`src/rtl/hsv_to_rgb_converter_core_macros.svh`:
```
// assertion macros for the hsv to rgb converter
`ifndef HSV_TO_RGB_CONVERTER_CORE_MACROS_SVH
`define HSV_TO_RGB_CONVERTER_CORE_MACROS_SVH

`ifndef SYNTHESIS
`define HSVRGB_ASSERT_CR(label, clk, rst, prop) \
   label: assert property (@(posedge clk) disable iff (rst) prop) \
      else $error("hsv_to_rgb_converter_core: check failed");
`define HSVRGB_ASSERT(label, prop) \
   label: assert property (@(posedge clock) disable iff (reset) prop) \
      else $error("hsv_to_rgb_converter_core: check failed");
`else
`define HSVRGB_ASSERT_CR(label, clk, rst, prop)
`define HSVRGB_ASSERT(label, prop)
`endif

`endif

```
`src/rtl/hsvrgb_pkg.sv`:
```
// shared constants and types for the hsv to rgb converter
`default_nettype none

package hsvrgb_pkg;

   localparam int unsigned HUE_W        = 16;
   localparam int unsigned REM_W        = 12;
   localparam int unsigned SEC_W        = 3;
   localparam int unsigned SECTOR_SHIFT = 8;

   localparam logic [HUE_W-1:0] HUE_FULL   = 16'd23040;
   localparam logic [HUE_W-1:0] HUE_SECTOR = 16'd3840;

   // odd part of the sector width, the sector width is this times 2**SECTOR_SHIFT
   localparam int unsigned SECTOR_ODD = 32'(HUE_SECTOR) >> SECTOR_SHIFT;

   typedef logic [SEC_W-1:0] sector_type;

   localparam sector_type SEC_RED     = 3'd0;
   localparam sector_type SEC_YELLOW  = 3'd1;
   localparam sector_type SEC_GREEN   = 3'd2;
   localparam sector_type SEC_CYAN    = 3'd3;
   localparam sector_type SEC_BLUE    = 3'd4;
   localparam sector_type SEC_MAGENTA = 3'd5;

endpackage

`default_nettype wire

```
`src/rtl/hsv_to_rgb_converter_core.sv`:
```
// hsv to rgb converter top level: six-stage pixel pipeline
//
// Input channel: drive req_hue, req_saturation, req_brightness and req_alpha_in
// with start high; the word is taken at the rising edge where start is high and
// busy is low. busy never rises, so one pixel can be taken on every clock.
// Result channel: rsp_valid is high for one cycle with rsp_red, rsp_green,
// rsp_blue and rsp_alpha_out; the word is taken at the edge ending that cycle.
// A pixel taken at one edge passes through every stage in order before it shows
// up on the result ports. Throughput: one pixel per cycle, set by the fully
// pipelined stages (sector split, fraction and p product, fraction fixup, s*f
// products, q/t products, output select).
// Hue at or past a full turn counts as zero; saturation and brightness above
// one are clamped; zero saturation gives gray. Alpha passes unchanged.
// Reset clears all valid bits, so no result appears from words in flight.
// The receiver cannot stall; the pipeline never holds.
`default_nettype none
`include "hsv_to_rgb_converter_core_macros.svh"

module hsv_to_rgb_converter_core #(
   parameter int unsigned FRAC_BITS = 12
) (
   input  wire logic                           clock,
   input  wire logic                           reset,
   input  wire logic                           start,
   output logic                                busy,
   input  wire logic [hsvrgb_pkg::HUE_W-1:0]   req_hue,
   input  wire logic [FRAC_BITS:0]             req_saturation,
   input  wire logic [FRAC_BITS:0]             req_brightness,
   input  wire logic [FRAC_BITS:0]             req_alpha_in,
   output logic                                rsp_valid,
   output logic      [FRAC_BITS:0]             rsp_red,
   output logic      [FRAC_BITS:0]             rsp_green,
   output logic      [FRAC_BITS:0]             rsp_blue,
   output logic      [FRAC_BITS:0]             rsp_alpha_out
);

   localparam int unsigned CH_W   = FRAC_BITS + 1;
   localparam int unsigned PROD_W = 2 * CH_W;
   localparam logic [CH_W-1:0] ONE = {1'b1, {FRAC_BITS{1'b0}}};

   logic accept;

   // stage 1: clamp, wrap, sector split
   logic [hsvrgb_pkg::HUE_W-1:0] hue_wrap;
   logic [hsvrgb_pkg::HUE_W-1:0] hue_base;
   hsvrgb_pkg::sector_type       sec_in;
   logic [hsvrgb_pkg::REM_W-1:0] rem_in;
   logic [CH_W-1:0]              sat_in;
   logic [CH_W-1:0]              bri_in;
   logic                         gray_in;

   logic                         vld1_ff;
   hsvrgb_pkg::sector_type       sec1_ff;
   logic [hsvrgb_pkg::REM_W-1:0] rem1_ff;
   logic [CH_W-1:0]              s1_ff;
   logic [CH_W-1:0]              v1_ff;
   logic [CH_W-1:0]              a1_ff;
   logic                         gray1_ff;

   // stage 2: p product
   logic [PROD_W-1:0]            pprod_in;
   logic                         vld2_ff;
   hsvrgb_pkg::sector_type       sec2_ff;
   logic [CH_W-1:0]              s2_ff;
   logic [CH_W-1:0]              v2_ff;
   logic [CH_W-1:0]              a2_ff;
   logic                         gray2_ff;
   logic [PROD_W-1:0]            pprod2_ff;

   // stage 3: p and fraction
   logic [FRAC_BITS-1:0]         frac3;
   logic                         vld3_ff;
   hsvrgb_pkg::sector_type       sec3_ff;
   logic [CH_W-1:0]              s3_ff;
   logic [CH_W-1:0]              v3_ff;
   logic [CH_W-1:0]              a3_ff;
   logic                         gray3_ff;
   logic [CH_W-1:0]              p3_ff;

   // stage 4: s*f and s*(1-f)
   logic [PROD_W-1:0]            sf_in;
   logic [PROD_W-1:0]            smf_in;
   logic                         vld4_ff;
   hsvrgb_pkg::sector_type       sec4_ff;
   logic [CH_W-1:0]              v4_ff;
   logic [CH_W-1:0]              a4_ff;
   logic                         gray4_ff;
   logic [CH_W-1:0]              p4_ff;
   logic [PROD_W-1:0]            sf4_ff;
   logic [PROD_W-1:0]            smf4_ff;

   // stage 5: q and t products
   logic [CH_W-1:0]              qfac;
   logic [CH_W-1:0]              tfac;
   logic [PROD_W-1:0]            qprod_in;
   logic [PROD_W-1:0]            tprod_in;
   logic                         vld5_ff;
   hsvrgb_pkg::sector_type       sec5_ff;
   logic [CH_W-1:0]              v5_ff;
   logic [CH_W-1:0]              a5_ff;
   logic                         gray5_ff;
   logic [CH_W-1:0]              p5_ff;
   logic [PROD_W-1:0]            qprod5_ff;
   logic [PROD_W-1:0]            tprod5_ff;

   // stage 6: output select
   logic [CH_W-1:0]              q6;
   logic [CH_W-1:0]              t6;
   logic [CH_W-1:0]              red_in;
   logic [CH_W-1:0]              green_in;
   logic [CH_W-1:0]              blue_in;
   logic                         valid_ff;
   logic [CH_W-1:0]              red_ff;
   logic [CH_W-1:0]              green_ff;
   logic [CH_W-1:0]              blue_ff;
   logic [CH_W-1:0]              alpha_ff;

   assign busy   = 1'b0;
   assign accept = start && !busy;

   always_comb begin
      hue_wrap = (req_hue >= hsvrgb_pkg::HUE_FULL) ? '0 : req_hue;
      if (hue_wrap >= hsvrgb_pkg::HUE_SECTOR * 16'd5) begin
         sec_in   = hsvrgb_pkg::SEC_MAGENTA;
         hue_base = hsvrgb_pkg::HUE_SECTOR * 16'd5;
      end else if (hue_wrap >= hsvrgb_pkg::HUE_SECTOR * 16'd4) begin
         sec_in   = hsvrgb_pkg::SEC_BLUE;
         hue_base = hsvrgb_pkg::HUE_SECTOR * 16'd4;
      end else if (hue_wrap >= hsvrgb_pkg::HUE_SECTOR * 16'd3) begin
         sec_in   = hsvrgb_pkg::SEC_CYAN;
         hue_base = hsvrgb_pkg::HUE_SECTOR * 16'd3;
      end else if (hue_wrap >= hsvrgb_pkg::HUE_SECTOR * 16'd2) begin
         sec_in   = hsvrgb_pkg::SEC_GREEN;
         hue_base = hsvrgb_pkg::HUE_SECTOR * 16'd2;
      end else if (hue_wrap >= hsvrgb_pkg::HUE_SECTOR) begin
         sec_in   = hsvrgb_pkg::SEC_YELLOW;
         hue_base = hsvrgb_pkg::HUE_SECTOR;
      end else begin
         sec_in   = hsvrgb_pkg::SEC_RED;
         hue_base = '0;
      end
      rem_in  = hsvrgb_pkg::REM_W'(hue_wrap - hue_base);
      sat_in  = (req_saturation > ONE) ? ONE : req_saturation;
      bri_in  = (req_brightness > ONE) ? ONE : req_brightness;
      gray_in = (sat_in == '0);
   end

   always_comb begin
      pprod_in = PROD_W'(v1_ff) * PROD_W'(ONE - s1_ff);
      sf_in    = PROD_W'(s3_ff) * PROD_W'(frac3);
      smf_in   = PROD_W'(s3_ff) * PROD_W'(ONE - CH_W'(frac3));
      qfac     = ONE - sf4_ff[FRAC_BITS +: CH_W];
      tfac     = ONE - smf4_ff[FRAC_BITS +: CH_W];
      qprod_in = PROD_W'(v4_ff) * PROD_W'(qfac);
      tprod_in = PROD_W'(v4_ff) * PROD_W'(tfac);
   end

   hsvrgb_frac #(
      .FRAC_BITS (FRAC_BITS)
   ) u_frac (
      .clock (clock),
      .rem   (rem1_ff),
      .frac  (frac3)
   );

   always_comb begin
      q6 = qprod5_ff[FRAC_BITS +: CH_W];
      t6 = tprod5_ff[FRAC_BITS +: CH_W];
      if (gray5_ff) begin
         red_in   = v5_ff;
         green_in = v5_ff;
         blue_in  = v5_ff;
      end else begin
         case (sec5_ff)
            hsvrgb_pkg::SEC_RED: begin
               red_in = v5_ff; green_in = t6; blue_in = p5_ff;
            end
            hsvrgb_pkg::SEC_YELLOW: begin
               red_in = q6; green_in = v5_ff; blue_in = p5_ff;
            end
            hsvrgb_pkg::SEC_GREEN: begin
               red_in = p5_ff; green_in = v5_ff; blue_in = t6;
            end
            hsvrgb_pkg::SEC_CYAN: begin
               red_in = p5_ff; green_in = q6; blue_in = v5_ff;
            end
            hsvrgb_pkg::SEC_BLUE: begin
               red_in = t6; green_in = p5_ff; blue_in = v5_ff;
            end
            hsvrgb_pkg::SEC_MAGENTA: begin
               red_in = v5_ff; green_in = p5_ff; blue_in = q6;
            end
            default: begin
               red_in = v5_ff; green_in = p5_ff; blue_in = q6;
            end
         endcase
      end
   end

   // valid chain
   always_ff @(posedge clock) begin
      if (reset) begin
         vld1_ff  <= 1'b0;
         vld2_ff  <= 1'b0;
         vld3_ff  <= 1'b0;
         vld4_ff  <= 1'b0;
         vld5_ff  <= 1'b0;
         valid_ff <= 1'b0;
      end else begin
         vld1_ff  <= accept;
         vld2_ff  <= vld1_ff;
         vld3_ff  <= vld2_ff;
         vld4_ff  <= vld3_ff;
         vld5_ff  <= vld4_ff;
         valid_ff <= vld5_ff;
      end
   end

   // data path
   always_ff @(posedge clock) begin
      sec1_ff   <= sec_in;
      rem1_ff   <= rem_in;
      s1_ff     <= sat_in;
      v1_ff     <= bri_in;
      a1_ff     <= req_alpha_in;
      gray1_ff  <= gray_in;

      sec2_ff   <= sec1_ff;
      s2_ff     <= s1_ff;
      v2_ff     <= v1_ff;
      a2_ff     <= a1_ff;
      gray2_ff  <= gray1_ff;
      pprod2_ff <= pprod_in;

      sec3_ff   <= sec2_ff;
      s3_ff     <= s2_ff;
      v3_ff     <= v2_ff;
      a3_ff     <= a2_ff;
      gray3_ff  <= gray2_ff;
      p3_ff     <= pprod2_ff[FRAC_BITS +: CH_W];

      sec4_ff   <= sec3_ff;
      v4_ff     <= v3_ff;
      a4_ff     <= a3_ff;
      gray4_ff  <= gray3_ff;
      p4_ff     <= p3_ff;
      sf4_ff    <= sf_in;
      smf4_ff   <= smf_in;

      sec5_ff   <= sec4_ff;
      v5_ff     <= v4_ff;
      a5_ff     <= a4_ff;
      gray5_ff  <= gray4_ff;
      p5_ff     <= p4_ff;
      qprod5_ff <= qprod_in;
      tprod5_ff <= tprod_in;

      red_ff    <= red_in;
      green_ff  <= green_in;
      blue_ff   <= blue_in;
      alpha_ff  <= a5_ff;
   end

   assign rsp_valid     = valid_ff;
   assign rsp_red       = red_ff;
   assign rsp_green     = green_ff;
   assign rsp_blue      = blue_ff;
   assign rsp_alpha_out = alpha_ff;

   `HSVRGB_ASSERT(a_word_out_after_six, accept |-> ##6 rsp_valid)
   `HSVRGB_ASSERT(a_no_invented_word, rsp_valid |-> $past(accept, 6))
   `HSVRGB_ASSERT_CR(a_alpha_kept, clock, reset, vld1_ff |-> ##5 (rsp_alpha_out == $past(a1_ff, 5)))
   `HSVRGB_ASSERT(a_max_channel_is_value, rsp_valid |-> (rsp_red == $past(v5_ff) || rsp_green == $past(v5_ff) || rsp_blue == $past(v5_ff)))

endmodule

`default_nettype wire

```
`src/rtl/hsvrgb_frac.sv`:
```
// two-stage fraction unit: (rem << FRAC_BITS) / sector width by reciprocal multiply
`default_nettype none

module hsvrgb_frac #(
   parameter int unsigned FRAC_BITS = 12
) (
   input  wire logic                          clock,
   input  wire logic [hsvrgb_pkg::REM_W-1:0]  rem,
   output logic      [FRAC_BITS-1:0]          frac
);

   localparam int unsigned YW   = hsvrgb_pkg::REM_W + FRAC_BITS - hsvrgb_pkg::SECTOR_SHIFT;
   localparam int unsigned K    = YW + 4;
   localparam int unsigned MW   = K - 3;
   localparam int unsigned PW   = YW + MW;
   localparam int unsigned QW   = PW - K;
   localparam logic [MW-1:0] MUL =
      MW'((64'd1 << K) / 64'(hsvrgb_pkg::SECTOR_ODD));
   localparam logic [YW-1:0] ODD = YW'(hsvrgb_pkg::SECTOR_ODD);

   logic [YW-1:0]        y_in;
   logic [YW-1:0]        y_ff;
   logic [PW-1:0]        prod_in;
   logic [PW-1:0]        prod_ff;
   logic [QW-1:0]        est;
   logic [YW+3:0]        est_x_odd;
   logic [YW-1:0]        resid;
   logic [FRAC_BITS-1:0] frac_in;
   logic [FRAC_BITS-1:0] frac_ff;

   // low bits of the sector width are a plain shift
   always_comb begin
      y_in    = YW'(rem) << (FRAC_BITS - hsvrgb_pkg::SECTOR_SHIFT);
      prod_in = PW'(y_in) * PW'(MUL);
   end

   // estimate is low by at most one, fix with one compare
   always_comb begin
      est       = prod_ff[K +: QW];
      est_x_odd = (YW+4)'(est) * (YW+4)'(ODD);
      resid     = y_ff - YW'(est_x_odd);
      frac_in   = (resid >= ODD) ? FRAC_BITS'(est + QW'(1)) : FRAC_BITS'(est);
   end

   always_ff @(posedge clock) begin
      y_ff    <= y_in;
      prod_ff <= prod_in;
      frac_ff <= frac_in;
   end

   assign frac = frac_ff;

endmodule

`default_nettype wire
```
`config.mk`:
```
export PLATFORM = sky130hd
export DESIGN_NAME = hsv_to_rgb_converter_core
export DESIGN_NICKNAME = d
export VERILOG_FILES = /design/src/rtl/hsvrgb_pkg.sv /design/src/rtl/hsv_to_rgb_converter_core.sv /design/src/rtl/hsvrgb_frac.sv
export VERILOG_INCLUDE_DIRS = /design/src /design/src/rtl
export SDC_FILE = /design/constraint.sdc
export NUM_CORES = 2
export LEC_CHECK = 0
export BUFFER_PORTS_ARGS = -buffer_cell sky130_fd_sc_hd__buf_2
export CAP_MARGIN = 20
export CORE_MARGIN = 2
export CORE_UTILIZATION = 55
export DETAILED_ROUTE_END_ITERATION = 8
export GPL_TIMING_DRIVEN = 0
export HOLD_SLACK_MARGIN = 0.12
export PLACE_DENSITY = 0.72
export SYNTH_ARGS = -nofsm -noshare
export SYNTH_HDL_FRONTEND = slang
export SYNTH_SLANG_ARGS = --single-unit
```
`constraint.sdc`:
```
create_clock -name clock -period 9.4 [get_ports clock]
set_clock_uncertainty 0.1 [all_clocks]
set_input_delay 1.41 -clock clock [delete_from_list [all_inputs] [get_ports clock]]
set_output_delay 1.41 -clock clock [all_outputs]
set_load 0.02 [all_outputs]
```
==> impl_results.md <==
* Status: completed
* Async SR Flop Fraction at 0%
* Storage cell area at 8010 µm²
* # port buffers at 108
* Adder-cell share of the synthesized area at 46.1%
* Final Hold Fails at 0
* Final setup viols at 0
* Vias in the first global route at 29100
* Post-Syn Instances at 4115
* Synth unique cells at 70
* Clk_lat worst skew at 0.57 ns
* FP Rows at 98
* Critical Path Start Type: register
* Initial antenna violation count at 1
* Antenna-violating nets left at 0
* RSZ-0062 raised after global routing: no
* CP Data Arrival Time at 8.60 ns
* HP Class: reg2reg
* Multi-input combinational cell area at 27900 µm²
* Largest family of logic cells by synthesized area: adder cells
* Root Driver: clkbuf_16
* DRT Pass-1 Iters at 6
* Fin Setup TNS at 0 ns
* Worst slew pin tran at 0.972 ns
* Layout cells sized above 1 at 4.89%
* Commonest cells post-synth: 784 x inv_1, 633 x fa_1, 548 x nand2_1
* First-pass GRT wire length at 150000 µm
* Synth area leaders: fa_1 32%, dfxtp_1 20%, ha_1 14%
* Die extent in y at 272 µm
* CP max FO at 10
* Core ar. at 71200 µm²
* GRT Util Overall at 25.6%
* Number of flops mapped to enable cells by yosys at 0
* Initial Utilization at 55.4%
* Required @ worst endpoint at 9.77 ns
* Syn nets at 5247
* CTS tree: done
* PostCTS Resize Cnt at 0
* Clock Path Buffers at 3
* Setup CP Type: reg2reg
* Crit. End Element: register
* Layout Nets at 5398
* IO Pins at 112
* Routability Congestion at 0.942
* Register area share after synthesis at 20.3%
* Max reg flops at 17
* Compound-Gate Fraction of Synth Area at 5.17%
* Final HPWL DP at 73600 µm
* Mean Syn Cell Area at 9.59 µm²
* Top cell type's share of synthesized area at 32.1%
* Final slew viol count at 0
* Post-synth top flop: dfxtp_1
* DRC at 0
* CTS clk-pin slew, worst paths at 0.06 ns
* Largest area contributor in the netlist: fa_1
* Congestion Overflow GR at 0
* Min cycle time layout at 8.23 ns
* Max frequency at 121 MHz
* N_diodes at 0
* Post-Route WL at 90600 µm
* Setup bufs post-CTS at 0
* Width of the die at 272 µm
* CTS Buf Count at 41
* Largest net degree at the start of global routing at 17
* Mapped Area at 39500 µm²
* Vias per inst at 5.30
* Hold buffer count at cts at 0
* Layout Area Growth over Synthesis at 7.96%
* # Max-Cap Violations at 0
* Final Cycle Share at 87.6%
* Fillers at 6143
* XOR/XNOR share of the synthesized area at 3.37%
* Cell with the most instances after synthesis: inv_1
* Yosys warns at 0
* Clock Sinks at 400
* Die area at 73900 µm²
* Post-synthesis simple-gate area fraction at 14.5%
* Post-synthesis register bit count at 400
* Most flops, register: u_frac.prod_ff
* Routed len/inst at 17.3 µm
* CTS H-Tree Depth at 2
* DR iter-0 viols at 1731
* Post-synthesis mux area share at 1.46%
* Slew headroom at 35.1%
* Total vias in the final route at 27800
-- cell type report --
cell class | instances | share of cell area (%)
multi-input combinational | 2762 | 65.4
sequential | 400 | 18.8
inverter | 784 | 6.91
tap | 950 | 2.79
clock buffer | 48 | 2.56
buffer | 169 | 1.52
timing repair buffer | 108 | 1.27
clock inverter | 27 | 0.752
-- worst max-delay path, stage by stage, from the launching register on --
cell      delay, ns
dfxtp_1        0.29
clkbuf_1       0.24
nor3_1         0.33
nor3b_1        0.40
nand2_1        0.13
or3_1          0.38
xor2_1         0.26
clkbuf_1       0.48
nand2_1        0.15
fa_1           0.46
fa_1           0.47
fa_1           0.55
inv_1          0.05
fa_1           0.45
fa_1           0.50
inv_1          0.05
fa_1           0.47
inv_1          0.05
ha_1           0.35
o21ai_0        0.10
nor2_1         0.13
o22ai_1        0.09
a31oi_1        0.47
a41oi_1        0.32
o311ai_0       0.57
a21oi_1        0.16
xnor2_1        0.14
-- kinds of logic after synthesis --
| group | Yosys count |
|---|---|
| simple gates | 1168 |
| fa+ha+maj | 1074 |
| buf+inv | 953 |
| flops | 400 |
| compound gates | 310 |
| xor+xnor | 152 |
| mux | 57 |
| other cells | 1 |
-- per-layer routing --
metal	part of all wire, %	global-route usage [%]	vias up	routed length [µm]
met5	0	0	-	0
met4	3.9	9.43	0	3520
met3	8.0	5.15	226	7220
met2	47	41.8	997	42200
met1	42	33.9	13700	37600
li1	-	-	12900	-
-- placed cells by master (no fill, tap or decap), types with 26 or more instances in the layout --
master / n
clkbuf_1: 163
nor2_1: 96
a21o_1: 28
nand2_1: 548
inv_1: 784
mux2i_1: 55
fa_1: 633
a21oi_1: 98
and2_1: 337
buf_2: 108
clkbuf_16: 41
nor2b_1: 42
ha_1: 441
nor3_1: 28
xnor2_1: 97
o21ai_0: 50
o22a_1: 26
xor2_1: 55
dfxtp_1: 400
-- through the flow --
step / area [µm²] / hold slack, ns / std cells / utilization, % / worst slack [ns]
after global placement: 41200 / 0.210 / 5173 / 57.8 / 1.16
after global routing: 42600 / 0.212 / 5248 / 59.8 / 0.666
final: 42600 / 0.212 / 5248 / 59.8 / 1.17
after CTS: 42600 / 0.211 / 5248 / 59.8 / 1.12
after detailed placement: 41200 / 0.212 / 5173 / 57.8 / 1.13
after floorplan: 39500 / 0.210 / 4115 / - / 2.31
-- worst paths after layout --
path | from | to | slack [ns] | cells after the start
max reg2reg | u_frac.frac[2] | smf4_ff[23] | 1.17 | 26
min reg2reg | s2_ff[8] | s3_ff[8] | 0.21 | 0
max | u_frac.frac[2] | smf4_ff[23] | 1.17 | 26
min | s2_ff[8] | s3_ff[8] | 0.21 | 0
Power is left out: the tool's default activity adds up to more than one toggle a clock period on the data nets, which glitch-free logic cannot reach.
